## config.mk

```make
export PLATFORM = sky130hd
export DESIGN_NAME = lmch_ctrl
export DESIGN_NICKNAME = d
export VERILOG_FILES = /design/src/rtl/lmch_pkg.sv /design/src/rtl/lmch_ctrl.sv
export SDC_FILE = /design/constraint.sdc
export NUM_CORES = 1
export LEC_CHECK = 0
export BUFFER_PORTS_ARGS = -buffer_cell sky130_fd_sc_hd__buf_4
export CAP_MARGIN = 5
export CORE_MARGIN = 2
export CORE_UTILIZATION = 35
export DETAILED_ROUTE_END_ITERATION = 16
export GPL_TIMING_DRIVEN = 0
export MAX_ROUTING_LAYER = met4
export SYNTH_ARGS = -nofsm -noshare
export SYNTH_HDL_FRONTEND = slang
export SYNTH_SLANG_ARGS = --single-unit
```

## constraint.sdc

```tcl
create_clock -name i_clk -period 1.5 [get_ports i_clk]
set_input_delay 0.3 -clock i_clk [delete_from_list [all_inputs] [get_ports i_clk]]
set_output_delay 0.3 -clock i_clk [all_outputs]
set_load 0.005 [all_outputs]
```

## src/rtl/lmch_pkg.sv

```systemverilog
// ----------------------------------------------------------------------------
// Lozi map cell histogram package
// Shared fixed-point widths, register reset values, opcode and register
// index codes, and the command and status words between the controller
// and the datapath.
// ----------------------------------------------------------------------------
package lmch_pkg;

    // Fixed-point format of the map coefficients, origin and points: signed Q4.28.
    localparam int FRAC_BITS = 28;
    localparam int Q_W       = 32;
    localparam int W_W       = 31;
    localparam int OFF_W     = 31;
    localparam int CFG_W     = 32;
    localparam int CFG_IDX_W = 2;

    // Product, map accumulator and cell search widths.
    localparam int PROD_W = 64;
    localparam int ACC_W  = 38;
    localparam int D_W    = 40;

    // Register reset values.
    localparam logic [Q_W-1:0] ALPHA_RST  = Q_W'(496607642);
    localparam logic [Q_W-1:0] BETA_RST   = Q_W'(80530637);
    localparam logic [Q_W-1:0] ORIGIN_RST = Q_W'(-343510077);
    localparam logic [W_W-1:0] WIDTH_RST  = W_W'(10905190);

    // The constant 1.0 in the map accumulator format.
    localparam logic [ACC_W-1:0] ACC_ONE = ACC_W'(1 << FRAC_BITS);

    // Operation codes of an input word.
    typedef enum logic [1:0] {
        OP_CLEAR = 2'd0,
        OP_MAP   = 2'd1,
        OP_READ  = 2'd2
    } t_opcode;

    // Configuration register indexes.
    typedef enum logic [CFG_IDX_W-1:0] {
        CFG_ALPHA  = 2'd0,
        CFG_BETA   = 2'd1,
        CFG_ORIGIN = 2'd2,
        CFG_WIDTH  = 2'd3
    } t_cfg_idx;

    // Commands from the controller to the datapath.
    typedef struct packed {
        logic load_in;
        logic form_q;
        logic form_p;
        logic mul_a;
        logic mul_b;
        logic acc_add;
        logic div_init_row;
        logic div_init_col;
        logic div_step;
        logic save_row;
        logic save_col;
        logic mem_rd;
        logic mem_cap;
        logic clr_step;
        logic out_load;
    } t_lmch_cmd;

    // Status from the datapath to the controller.
    typedef struct packed {
        logic clr_last;
    } t_lmch_status;

endpackage

```

## src/rtl/lmch_ctrl.sv

```systemverilog
// ----------------------------------------------------------------------------
// Lozi map cell histogram controller
// Sequences one word at a time through the datapath: point forming,
// map multiplies, two cell searches, counter read or update, and the clearing
// sweep. Owns the output valid flag.
// ----------------------------------------------------------------------------
module lmch_ctrl
    import lmch_pkg::*;
#(
    parameter int GRID_SIDE = 64
) (
    input  logic         i_clk,
    input  logic         i_rst_n,
    input  logic         i_in_valid,
    output logic         o_in_ready,
    input  logic [1:0]   i_opcode,
    input  logic         i_out_ready,
    output logic         o_out_valid,
    output t_lmch_cmd    o_cmd,
    input  t_lmch_status i_status
);

    localparam int IDX_W  = $clog2(GRID_SIDE);
    localparam int STEP_W = $clog2(IDX_W + 1);
    localparam logic [STEP_W-1:0] STEP_LAST = STEP_W'(IDX_W - 1);

    typedef enum logic [3:0] {
        S_IDLE,
        S_CLEAR,
        S_POS_Q,
        S_POS_P,
        S_MUL_A,
        S_MUL_B,
        S_ACC,
        S_ROW_INIT,
        S_ROW_DIV,
        S_ROW_END,
        S_COL_INIT,
        S_COL_DIV,
        S_COL_END,
        S_MEM_RD,
        S_MEM_CAP,
        S_DONE
    } t_state;

    t_state             r_state, n_state;
    logic [STEP_W-1:0]  r_step, n_step;
    logic               r_user_clr, n_user_clr;
    logic               r_out_valid, n_out_valid;
    logic               in_accept;
    logic               out_free;

    assign o_in_ready  = (r_state == S_IDLE);
    assign in_accept   = i_in_valid && o_in_ready;
    assign out_free    = !r_out_valid || i_out_ready;
    assign o_out_valid = r_out_valid;

    // Next state and command decode.
    always_comb begin
        n_state     = r_state;
        n_step      = r_step;
        n_user_clr  = r_user_clr;
        n_out_valid = r_out_valid;
        o_cmd       = '0;

        if (r_out_valid && i_out_ready) begin
            n_out_valid = 1'b0;
        end

        case (r_state)
            S_IDLE: begin
                if (i_in_valid) begin
                    o_cmd.load_in = 1'b1;
                    n_user_clr    = 1'b1;
                    case (t_opcode'(i_opcode))
                        OP_CLEAR: n_state = S_CLEAR;
                        OP_MAP:   n_state = S_POS_Q;
                        OP_READ:  n_state = S_MEM_RD;
                        default:  n_state = S_DONE;
                    endcase
                end
            end
            S_CLEAR: begin
                o_cmd.clr_step = 1'b1;
                if (i_status.clr_last) begin
                    n_state = r_user_clr ? S_DONE : S_IDLE;
                end
            end
            S_POS_Q: begin
                o_cmd.form_q = 1'b1;
                n_state      = S_POS_P;
            end
            S_POS_P: begin
                o_cmd.form_p = 1'b1;
                n_state      = S_MUL_A;
            end
            S_MUL_A: begin
                o_cmd.mul_a = 1'b1;
                n_state     = S_MUL_B;
            end
            S_MUL_B: begin
                o_cmd.mul_b = 1'b1;
                n_state     = S_ACC;
            end
            S_ACC: begin
                o_cmd.acc_add = 1'b1;
                n_state       = S_ROW_INIT;
            end
            S_ROW_INIT: begin
                o_cmd.div_init_row = 1'b1;
                n_step             = '0;
                n_state            = S_ROW_DIV;
            end
            S_ROW_DIV: begin
                o_cmd.div_step = 1'b1;
                if (r_step == STEP_LAST) begin
                    n_state = S_ROW_END;
                end else begin
                    n_step = r_step + 1'b1;
                end
            end
            S_ROW_END: begin
                o_cmd.save_row = 1'b1;
                n_state        = S_COL_INIT;
            end
            S_COL_INIT: begin
                o_cmd.div_init_col = 1'b1;
                n_step             = '0;
                n_state            = S_COL_DIV;
            end
            S_COL_DIV: begin
                o_cmd.div_step = 1'b1;
                if (r_step == STEP_LAST) begin
                    n_state = S_COL_END;
                end else begin
                    n_step = r_step + 1'b1;
                end
            end
            S_COL_END: begin
                o_cmd.save_col = 1'b1;
                n_state        = S_MEM_RD;
            end
            S_MEM_RD: begin
                o_cmd.mem_rd = 1'b1;
                n_state      = S_MEM_CAP;
            end
            S_MEM_CAP: begin
                o_cmd.mem_cap = 1'b1;
                n_state       = S_DONE;
            end
            S_DONE: begin
                if (out_free) begin
                    o_cmd.out_load = 1'b1;
                    n_out_valid    = 1'b1;
                    n_state        = S_IDLE;
                end
            end
            default: begin
                n_state = S_IDLE;
            end
        endcase
    end

    // State and registered outputs. Reset starts the clearing sweep.
    always_ff @(posedge i_clk) begin
        if (!i_rst_n) begin
            r_state     <= S_CLEAR;
            r_step      <= '0;
            r_user_clr  <= 1'b0;
            r_out_valid <= 1'b0;
        end else begin
            r_state     <= n_state;
            r_step      <= n_step;
            r_user_clr  <= n_user_clr;
            r_out_valid <= n_out_valid;
        end
    end

`ifndef ASSERT_OFF
    // A result is never loaded over one that is still waiting.
    a_no_overwrite: assert property (@(posedge i_clk) disable iff (!i_rst_n)
        o_cmd.out_load |-> (!r_out_valid || i_out_ready))
        else $error("result loaded over a pending word");

    // A map word goes straight to point forming.
    a_map_start: assert property (@(posedge i_clk) disable iff (!i_rst_n)
        (in_accept && (i_opcode == OP_MAP)) |=> (r_state == S_POS_Q))
        else $error("map word did not start point forming");

    // The divide step counter stays within one quotient.
    a_step_range: assert property (@(posedge i_clk) disable iff (!i_rst_n)
        ((r_state == S_ROW_DIV) || (r_state == S_COL_DIV)) |-> (r_step <= STEP_LAST))
        else $error("divide step counter out of range");
`endif

endmodule

```

---- Word level (Yosys, flattened, before mapping) ----
Index checks and enable logic that the tools add are counted.
word-level totals
  output and inout bits ................... 17
  logic and storage cells ................. 70
  register bits after elaboration ......... 9
  input bits .............................. 7
operators by class
  eq/ne operators ......................... 24
  $add $sub $neg .......................... 1
  reduce and logical (&&, ||, !) cells .... 11
  muxes and demuxes ....................... 30
operators with widths
  cell                                                 number
  one-hot mux 4 bit (16 select lines)                  1
  equality test 4 bit, second input constant           8
  2-to-1 mux 4 bit                                     6
  2-to-1 mux 1 bit                                     20
  equality test 4 x 3 -> 1 bit, second input constant  4
  != test 2 bit, second input constant                 6
  one-hot mux 4 bit (3 select lines)                   1
  equality test 4 x 2 -> 1 bit, second input constant  2
  one-hot mux 3 bit (2 select lines)                   1
  AND reduction 5 bit                                  1
  equality test 4 x 1 -> 1 bit, second input constant  1
  logical NOT 4 bit                                    1
  AND reduction 2 bit                                  2
  OR reduction 2 bit                                   2
  adder 3 x 1 -> 3 bit, second input constant          1
  equality test 3 bit, second input constant           1
  2-to-1 mux 3 bit                                     1
  equality test 2 x 1 -> 1 bit, second input constant  1
  equality test 2 bit, second input constant           1
  logical NOT 2 bit                                    1
  nonzero test 2 bit                                   1
  logical AND 1 bit                                    1
  logical NOT 1 bit                                    1
  logical OR 1 bit                                     1

---- Logic depth before layout (Yosys ltp) ----
Gate-level depths: netlist of run 1.
  depth in word-level cells ............... 4
  gate-level depth with buffers ........... 6
  mapped depth without buffers ............ 6

---- Worst setup path after synthesis of run 1 ----
No wires, ideal clock.
  path type ............................... register to register
  start ................................... reg r_step[1]
  end ..................................... reg r_state[0]
  data required time ...................... 1.378 ns
  period minus slack after synthesis ...... 1.586 ns
  cell stages (with the launch flop) ...... 7
  library setup time ...................... 0.122 ns
  buffers on the path ..................... 0
  slack ................................... -0.086 ns
  data arrival time ....................... 1.464 ns
  cells stage by stage .................... dfxtp_1 inv_1 ha_1 nand2_1 or3b_4 and4_4 o32a_1
between the ends
  word-level cells in the longest chain between the ends .. 3
  elaborated cells on any way between the ends .. 4
  those cells by class .................... 3 x eq/ne; 1 x reduce/logical
RTL lines
  what                               line                                text
  start, declared                    lmch_ctrl.sv:47                     logic [STEP_W-1:0] r_step, n_step;
  start signal, assigned             lmch_ctrl.sv:173                    r_step <= n_step;
  equality test 3 bit (*)            lmch_ctrl.sv:116, lmch_ctrl.sv:133
  != test 2 bit (no line)            n/a
  AND reduction 5 bit (no line) (*)  n/a
  end signal, assigned               lmch_ctrl.sv:172                    r_state <= n_state;
  end, declared                      lmch_ctrl.sv:46                     t_state r_state, n_state;
Every way passes the cells marked *; elsewhere a longest branch is shown, timed or not.
A chain may end at the register's enable or synchronous reset.

---- Final worst setup path of run 1 ----
Same ends and word-level chain as after synthesis.

==> impl_results.md, run 1 <==
- Top-count cell post-synth: nand2_1
- Depth of the most critical reg-to-reg path: 6
- Cells after Synth: 92
- Synthesis-stage register bit count: 9
- Pwr/cell area: 1560 nW/um2
- HP Class: primary input to flip-flop
- Post-synth EDFFs: 0
- Hold Vio Cnt, Final: 0
- Core Area: 1760 um2
- Clk_skew: 0.00883 ns
- R2R setup slack: -0.09 ns
- Non-Filler Instances: 160
- Top Family by Delay on Critical Path: simple AND/OR/NAND/NOR gates
- Post-DP HPWL: 1280 um
- CTS Sinks: 9
- Synth Area in Compound Gates: 18.8%
- Dpl ws: -0.0871 ns
- First DRT Iteration DRCs: 39
- Slew HR: 83.1%
- Multiplexer share of the synthesized area: 3.16%
- Die footprint: 2290 um2
- Port Buffer Count: 23
- Critical Path RT: 1.66 ns
- Worst-margin pin slew: 0.252 ns
- Fill cells: 139
- Largest area contributor in the synthesized netlist: dfxtp_1
- Max Cap Viol: 0
- Final-report max-slew violation count: 0
- Nets: 145
- Kind of critical path: flip-flop to flip-flop
- Worst vdd ir: 0.897 mV
- Stages on the worst setup path: 6
- Syn nets: 101
- Ys Warns: 0
- Status: complete, but fails checks
- Seq/Total Area, Yosys: 26.8%
- Multi-input logic area: 628 um2
- Max incr delay on CP: 0.41 ns
- Highest clock rate: 628 MHz
- Crit path from: r_step[1]
- Final ANT Viol Nets: 0
- Vias: 887
- First-pass GRT wire length: 3430 um
- Routed WL: 2500 um
- FF-to-FF End: r_state[0]
- FP Rows: 15
- Largest net degree at the start of global routing: 11
- Post-synth top cells: nand2_1 (10), dfxtp_1 (9), nor2_1 (9)
- Die X: 47.9 um
- Final Cycle Share: 106%
- Initial core utilization: 38.2%
- WP data arrival: 1.75 ns
- Crit path max fanout: 4
- # setup viols final: 14
- All-Layer GR Usage: 22.2%
- Dpl cells: 140
- Routability Congestion: 0.778
- WL/cell: 15.6 um
- Via density: 5.54
- Vias in the first global route: 698
- RR Startpoint: r_step[1]
- Asr flop ratio synth: 0%
- Post-Synth Simple-Gate Area: 39.0%
- Layout area overhead: 94.2%
- Pleak: 0.580 nW
- Post-synthesis adder-cell area fraction: 3.72%
- CTS tree: built
- WP buf/inv: 1
- Post-layout util: 74.1%
- Inserted Diodes: 0
- CP Capture Type: flip-flop
- Clk_lat worst skew: 0.27 ns
- CP max-delay cell: or3b_4
- Synth Area per Inst: 7.32 um2
- Synthesized area: 673 um2
- TritonCTS buffer count: 3
- Register area: 195 um2
- Main combinational cell family by area after synthesis: simple AND/OR/NAND/NOR gates
- Clk root buf: clkbuf_4
- Worst setup margin: -0.0931 ns
- Synth area leaders: dfxtp_1 (27%), nand2_1 (5.6%), nand2b_1 (5.6%), nor2_1 (5.0%), nand3_1 (4.5%)
- Synth top area share: 26.8%
- Clk slew on worst S/H paths: 0.07 ns
- CP endpoint: r_state[0]
- Die span in y: 47.9 um
- Fin Hold WS: 0.307 ns
- Critical path, cell by cell: inv_2 -> ha_4 -> nand2_4 -> or3b_4 -> and4_4 -> o32a_1
- Unrepaired setup endpoints after global routing: yes
- Critical Path Source Type: flip-flop
- # DRC: 0
- Drt first pass iters: 4
- Layout cell share with drive strength beyond 1: 65.2%
- H-tree depth: 1
- Clock period minus final worst setup slack: 1.59 ns
- Initial antenna violation count: 0
- Failing checks: setup timing
- Io pins: 24
- Predominant post-synthesis flop cell: dfxtp_1
- Clk buf depth: 2
- Post-Synth XOR/XNOR Area: 1.30%
- Synth cell types: 33
- GR Overflow Total: 0
==> how the worst min path moves through the flow <==
stage | cells past startpoint | slack (ns) | from | to
final | 2 | 0.31 | i_rst_n | r_user_clr
after global routing | 2 | 0.31 | i_rst_n | r_user_clr
after CTS | 2 | 0.29 | i_rst_n | r_user_clr
after detailed placement | 2 | 0.51 | r_step[1] | r_step[1]
after global placement | 2 | 0.50 | r_step[1] | r_step[1]
after floorplan | 1 | 0.42 | i_rst_n | r_user_clr
==> through the flow <==
step / setup TNS (ns) / area (um2) / power, mW
2_1_floorplan: 0 / 677 / 0.869
3_3_place_gp: -0.374 / 881 / 1.12
3_5_place_dp: -0.388 / 881 / 1.11
4_1_cts: -0.525 / 1170 / 1.73
5_1_grt: -1.66 / 1310 / 2.15
6_report: -0.726 / 1310 / 2.04
==> layout by cell type, fill, tap and decap left out, types with 2 or more instances in the layout <==
master      n
a21oi_1     2
dfxtp_1     3
nand3_1     4
nand2_4     2
nor2_4      2
nor2_1      6
o211ai_1    3
clkbuf_4    3
a21oi_2     2
a31oi_1     2
buf_4      37
clkbuf_16   2
buf_8       2
buf_6       3
or2_4       4
dfxtp_2     3
inv_1       3
nor4_4      2
nor3_2      4
nand2b_4    5
nand3_2     2
nand2_1     7
nand3b_1    2
dfxtp_4     3
==> sequential cells by signal, indices dropped and copies added, names as in the netlist <==
signal	flops
r_state	4
r_step	3
r_user_clr	1
o_out_valid	1
==> per-layer routing <==
metal / vias up / share of wire, % / GRT usage [%]
met5: - / 0 / -
met4: 0 / 4.0 / 2.70
met3: 15 / 7.1 / 5.66
met2: 46 / 46 / 31.5
met1: 414 / 43 / 32.1
li1: 412 / - / -
==> cell type report <==
| cell class | count | area share [%] |
|---|---|---|
| Timing Repair Buffer | 40 | 24.5 |
| Multi-Input combinational cell | 73 | 48.0 |
| Clock buffer | 4 | 2.01 |
| Tap cell | 25 | 2.39 |
| Inverter | 4 | 1.15 |
| Sequential cell | 9 | 14.9 |
| Buffer | 5 | 6.99 |
==> report_power, final <==
part	switching [mW]	internal [mW]	total [mW]
sequential	0.0976	0.308	0.406
combinational	0.660	0.773	1.43
clock	0.101	0.103	0.204
==> repair_timing <==
item,in CTS,in global routing
gates cloned,0,1
hold buffers,0,0
setup endpoints to repair,19,22
pin swaps,4,6
buffers inserted,11,5
resized for setup,44,20
==> logic make-up after synthesis <==
logic type               after synthesis
adder cells (fa/ha/maj)                2
flip-flops                             9
multiplexers                           2
XOR/XNOR                               1
buffers and inverters                 10
AO/OA/AOI/OAI                         18
AND/OR/NAND/NOR                       50
==> worst reg2reg max path, cell delays in order, from the launching register on <==
cell and delay [ns]:
dfxtp_2 0.33, inv_2 0.04, ha_4 0.17, nand2_4 0.07
or3b_4 0.41, and4_4 0.16, o32a_1 0.30
No activity file was read; power rests on OpenSTA's default activity.
==> run 2, diff against run 1 <==
- CELL_PAD_IN_SITES_DETAIL_PLACEMENT: not set -> 0
- CELL_PAD_IN_SITES_GLOBAL_PLACEMENT: not set -> 1
- CORE_UTILIZATION: 35 -> 30
- CTS_CLUSTER_DIAMETER: not set -> 50
- PLACE_DENSITY_LB_ADDON: not set -> 0.1
==> run 2 against run 1 <==
The run still ends with setup timing left. Total power down 6.3%. Cell count rose by 1.9%. Global-route usage fell by 4.3 points. Wire length decreased by 12%. Sequential share of layout area is 0.14 points higher. Clock-buffer cell count unchanged. Register-to-register slack about the same. Critical path depth is 1 lower. Utilization down 14 points. Non-clock buffer count unchanged. Via count is 7.1% lower. Clock power barely moved. Critical endpoint unchanged.
==> impl_results.md, run 2 (synthesis results as in run 1) <==
- Pleak: 0.558 nW (-3.8%)
- Post-layout util: 59.7% (-14 points)
- Fill cells: 220 (+58%)
- RR Startpoint: r_state[0]
- Post-DP HPWL: 1390 um (+8.6%)
- Initial core utilization: 31.0% (-7.1 points)
- Regs by FF count: r_state x4, r_step x3
- Initial antenna violation count: 0 (unchanged)
- Die span in y: 51.4 um (+7.3%)
- Post-route setup TNS: -0.460 ns (+0.266 ns)
- H-tree depth: 1 (unchanged)
- Clk_lat worst skew: 0.27 ns (about the same)
- Status: complete, but fails checks
- Layout cell share with drive strength beyond 1: 63.7% (-1.5 points)
- Unrepaired setup endpoints after global routing: yes
- Routability Congestion: 0.752 (-3.4%)
- Commonest non-fill, non-tap cell in the layout: buf_4
- HP Class: primary input to flip-flop
- Drt first pass iters: 3 (-1)
- Clk_skew: 0.00165 ns (-0.00718 ns)
- Max Cap Viol: 0 (unchanged)
- Critical path, cell by cell: buf_4 -> xor2_1 -> or3b_4 -> and4_4 -> o32a_1
- Critical Path RT: 1.66 ns (about the same)
- Hold_sp: i_rst_n
- Post-DP Area: 885 um2 (+0.43%)
- Register bank with the most flops: r_state
- Clk slew on worst S/H paths: 0.07 ns (about the same)
- Worst vdd ir: 0.807 mV (-10%)
- Critical Path Source Type: flip-flop
- Die X: 51.4 um (+7.3%)
- Largest net degree at the start of global routing: 11 (unchanged)
- Commonest non-fill, non-tap cells in the layout: buf_4 (37), nor2_1 (6), nand2_1 (6), nand3_1 (5), nand2b_4 (4)
- R2R setup slack: -0.08 ns (about the same)
- Nets: 145 (unchanged)
- FF-to-FF End: r_state[0]
- Die footprint: 2640 um2 (+15%)
- Worst-margin pin slew: 0.228 ns (-0.0242 ns)
- Slew HR: 84.7% (+1.6 points)
- Register area: 195 um2 (unchanged)
- CTS Sinks: 9 (unchanged)
- CTS tree: built
- Via density: 5.06 (-8.8%)
- First-pass GRT wire length: 3390 um (-1.2%)
- Depth of the most critical reg-to-reg path: 5 (-1)
- Max incr delay on CP: 0.41 ns (about the same)
- Top Family by Delay on Critical Path: simple AND/OR/NAND/NOR gates
- FP Rows: 17 (+2)
- Non-Filler Instances: 163 (+1.9%)
- First DRT Iteration DRCs: 5 (-87%)
- Vias: 824 (-7.1%)
- Failing checks: setup timing
- # setup viols final: 11 (-3)
- GR Overflow Total: 0 (unchanged)
- Worst setup margin: -0.0846 ns (+0.00856 ns)
- Clk buf depth: 2 (unchanged)
- Final-report max-slew violation count: 0 (unchanged)
- Highest clock rate: 631 MHz (+0.54%)
- All-Layer GR Usage: 17.9% (-4.3 points)
- Pwr/cell area: 1480 nW/um2 (-5.4%)
- Vias in the first global route: 746 (+6.9%)
- TritonCTS buffer count: 3 (unchanged)
- Number of flip-flops in the largest register: 4 (unchanged)
- WP data arrival: 1.74 ns (about the same)
- Multi-input logic area: 604 um2 (-3.8%)
- Io pins: 24 (unchanged)
- Kind of critical path: flip-flop to flip-flop
- WL/cell: 13.5 um (-14%)
- # DRC: 0 (unchanged)
- WP buf/inv: 1 (unchanged)
- Hold Vio Cnt, Final: 0 (unchanged)
- Routed WL: 2200 um (-12%)
- Hold Path Sink: r_user_clr
- Final Cycle Share: 106% (-0.57 points)
- Hold Crit Depth: 2 (unchanged)
- Clock period minus final worst setup slack: 1.58 ns (-0.00856 ns)
- Layout area overhead: 92.4%
- Final ANT Viol Nets: 0 (unchanged)
- Inserted Diodes: 0 (unchanged)
- Fin Hold WS: 0.291 ns (-0.0160 ns)
- Core Area: 2170 um2 (+23%)
- Crit path max fanout: 4 (unchanged)
- Crit path from: r_state[0]
- Clk root buf: clkbuf_4
- Port Buffer Count: 23 (unchanged)
- CP max-delay cell: or3b_4
- Layout Cell Area excl Fill: 1290 um2 (-0.96%)
- CP Capture Type: flip-flop
- Dpl cells: 143 (+2.1%)
-- run 2: how the worst max path moves through the flow --
stage	endpoint	slack (ns)	depth (start not counted)
floorplan	r_state[0]	0.001	6
global placement	r_state[0]	-0.14	5
detailed placement	o_cmd[11]	-0.12	5
CTS	o_cmd[14]	-0.11	4
global route	r_state[0]	-0.13	5
finish	r_state[0]	-0.08	5
-- run 2: through the flow --
stage / power [mW] / setup WS, ns
2_1_floorplan: 0.869 / 0.00126
3_3_place_gp: 1.14 / -0.142
3_5_place_dp: 1.13 / -0.116
4_1_cts: 1.76 / -0.111
5_1_grt: 2.05 / -0.134
6_report: 1.91 / -0.0846
-- run 2: worst reg2reg max path, cell delays in order, from the launching register on --
cell     delay [ns]
dfxtp_2        0.32
buf_4          0.13
xor2_1         0.15
or3b_4         0.41
and4_4         0.16
o32a_1         0.30
-- run 2: routing by layer --
| metal | share of wire [%] | GRT usage (%) | routed length (um) |
|---|---|---|---|
| met5 | 0 | - | 0 |
| met4 | 1.7 | 8.77 | 38 |
| met3 | 4.6 | 3.22 | 101 |
| met2 | 48 | 27.4 | 1050 |
| met1 | 46 | 22.6 | 1010 |
-- run 2: repair_timing --
item	CTS	global route
hold buffers	0	0
cloned	2	0
endpoints found under the setup margin	19	21
hold endpoints to repair	0	0
pin swaps	4	7
resized for setup	43	18
setup buffers	6	9
-- run 2: area by class of cell --
class	count	area share, %
buffer	5	7.83
inverter	4	1.16
clock buffer	4	2.03
timing repair buffer	40	24.5
multi-input combinational	73	46.7
tap	28	2.71
sequential	9	15.1
-- run 2: power by group --
| part | internal, mW | switching (mW) |
|---|---|---|
| combinational | 0.730 | 0.569 |
| clock | 0.103 | 0.0993 |
| sequential | 0.308 | 0.105 |
==> run 3, diff against run 2 <==
- CORE_UTILIZATION: 30 -> 31
- CTS_BUF_LIST: not set -> sky130_fd_sc_hd__clkbuf_4
==> run 3 against run 2 <==
Total power shrank 1.9%. Via count is 3.3% higher. Design area shrank 2.8%. Global-route usage is 0.60 points lower. The run still ends with setup timing left. Critical path type unchanged. Non-clock buffer count stayed put. Critical path depth unchanged.
==> impl_results.md, run 3 (synthesis results as in run 1) <==
- Final ANT Viol Nets: 0 (unchanged)
- Fill cells: 177 (-20%)
- Max Cap Viol: 0 (unchanged)
- Hold Vio Cnt, Final: 0 (unchanged)
- CP Capture Type: flip-flop
- Register area: 195 um2 (unchanged)
- Final-report max-slew violation count: 0 (unchanged)
- Layout cell share with drive strength beyond 1: 65.9% (+2.2 points)
- Largest net degree at the start of global routing: 11 (unchanged)
- Hold_sp: i_rst_n
- Slew HR: 82.4% (-2.3 points)
- Failing checks: setup timing
- # DRC: 0 (unchanged)
- Clock period minus final worst setup slack: 1.57 ns (-0.0175 ns)
- Core Area: 2000 um2 (-7.7%)
- Routed WL: 2280 um (+4.0%)
- Clk buf depth: 2 (unchanged)
- All-Layer GR Usage: 17.3% (-0.60 points)
- Commonest non-fill, non-tap cells in the layout: buf_4 (39), nand2_1 (6), nor2_1 (5), nand3_1 (5)
- Nets: 145 (unchanged)
- Inserted Diodes: 0 (unchanged)
- Critical Path RT: 1.66 ns (about the same)
- First-pass GRT wire length: 3280 um (-3.0%)
- Die footprint: 2560 um2 (-3.0%)
- Initial core utilization: 33.6% (+2.6 points)
- Pleak: 0.563 nW (+0.80%)
- HP Class: primary input to flip-flop
- WP data arrival: 1.73 ns (about the same)
- Commonest non-fill, non-tap cell in the layout: buf_4
- Tot Pwr: 1.88 mW (-1.9%)
- Via density: 5.25 (+3.9%)
- Worst vdd ir: 0.886 mV (+9.8%)
- Vias: 851 (+3.3%)
- GR Overflow Total: 0 (unchanged)
- Clk_skew: 0.00671 ns (+0.00506 ns)
- Port Buffer Count: 23 (unchanged)
- Layout area overhead: 87.0%
- Vias in the first global route: 704 (-5.6%)
- RR Startpoint: r_state[0]
- Dpl ws: -0.111 ns (+0.00451 ns)
- Highest clock rate: 638 MHz (+1.1%)
- CTS tree: built
- Critical Path Source Type: flip-flop
- Status: complete, but fails checks
- Clk slew on worst S/H paths: 0.07 ns (about the same)
- Regs by FF count: r_state x4, r_step x3
- Crit path max fanout: 4 (unchanged)
- Post-route setup TNS: -0.386 ns (+0.0747 ns)
- First DRT Iteration DRCs: 19 (+14)
- Post-layout util: 62.9% (+3.2 points)
- Critical path, cell by cell: buf_4 -> xor2_1 -> or3b_4 -> and4_4 -> o32a_1
- TritonCTS buffer count: 3 (unchanged)
- # setup viols final: 12 (+1)
- Io pins: 24 (unchanged)
- Post-DP HPWL: 1370 um (-1.5%)
- Initial antenna violation count: 0 (unchanged)
- Unrepaired setup endpoints after global routing: yes
- H-tree depth: 1 (unchanged)
- CTS Sinks: 9 (unchanged)
- Crit path from: r_state[0]
- # hold bufs at CTS: 0 (unchanged)
- Clk root buf: clkbuf_4
- Worst setup margin: -0.0671 ns (+0.0175 ns)
- FP Rows: 16 (-1)
- Worst-margin pin slew: 0.263 ns (+0.0353 ns)
- WL/cell: 14.1 um (+4.6%)
- Drt first pass iters: 4 (+1)
- Clk_lat worst skew: 0.27 ns (about the same)
- Multi-input logic area: 598 um2 (-1.0%)
- Pwr/cell area: 1490 nW/um2 (+0.89%)
- Max incr delay on CP: 0.41 ns (about the same)
- Final Cycle Share: 104% (-1.2 points)
- Kind of critical path: flip-flop to flip-flop
- Die span in y: 50.6 um (-1.5%)
- CP max-delay cell: or3b_4
- Number of flip-flops in the largest register: 4 (unchanged)
- Routability Congestion: 0.858 (+14%)
- Register bank with the most flops: r_state
- Die X: 50.6 um (-1.5%)
## run 3: cell types whose count changed in the layout (fill, tap and decap cells not counted), sizes merged
| cell | before | now |
|---|---|---|
| buf | 41 | 43 |
| clkbuf | 8 | 5 |
| clkinv | 0 | 1 |
## run 3: path summary, 6_finish.rpt
path | end | slack, ns | cells after the start
setup reg to reg | r_state[0] | -0.07 | 5
hold reg to reg | r_step[0] | 0.54 | 2
hold / removal | r_user_clr | 0.30 | 2
setup / recovery | r_state[0] | -0.07 | 5
## run 3: layout make-up
cell class                      count  share of cell area [%]
Buffer                              5                    7.26
Clock buffer                        3                    1.79
Clock inverter                      1                   0.398
Inverter                            4                    1.19
Multi-Input combinational cell     73                    47.5
Sequential cell                     9                    15.5
Tap cell                           27                    2.68
Timing Repair Buffer               40                    23.7
## run 3: where the power goes
part           internal, mW  leakage, nW  switching (mW)
sequential            0.308       0.0762          0.0906
clock                0.0987       0.0177          0.0967
combinational         0.688        0.469           0.595
## run 3: stage by stage
stage	cell area, um2	cells	hold slack [ns]
floorplan	677	92	0.418
global placement	883	142	0.493
detailed placement	883	142	0.506
CTS	1160	155	0.291
global route	1260	162	0.304
finish	1260	162	0.298
## run 3: critical path, delay by kind of cell, from the launching register on
family / cells / cell delay [ns]
and+or+nand+nor: 2 / 0.57
DFF: 1 / 0.34
AOI/OAI and AO/OA: 1 / 0.27
xor gates and xnor gates: 1 / 0.16
buffers and inverters: 1 / 0.13
## run 3: timing repair
| action | in CTS | in global routing |
|---|---|---|
| gates resized for setup | 42 | 17 |
| pin swaps | 7 | 6 |
| cloned | 0 | 1 |
| endpoints found under the setup margin | 20 | 20 |
| buffers inserted | 9 | 7 |
## run 3: per-layer routing
| layer | vias up | global-route usage [%] | share of wire [%] |
|---|---|---|---|
| met5 | - | - | 0 |
| met4 | 0 | 1.35 | 0 |
| met3 | 0 | 4.46 | 5.7 |
| met2 | 34 | 29.4 | 51 |
| met1 | 400 | 21.5 | 43 |
| li1 | 417 | - | - |
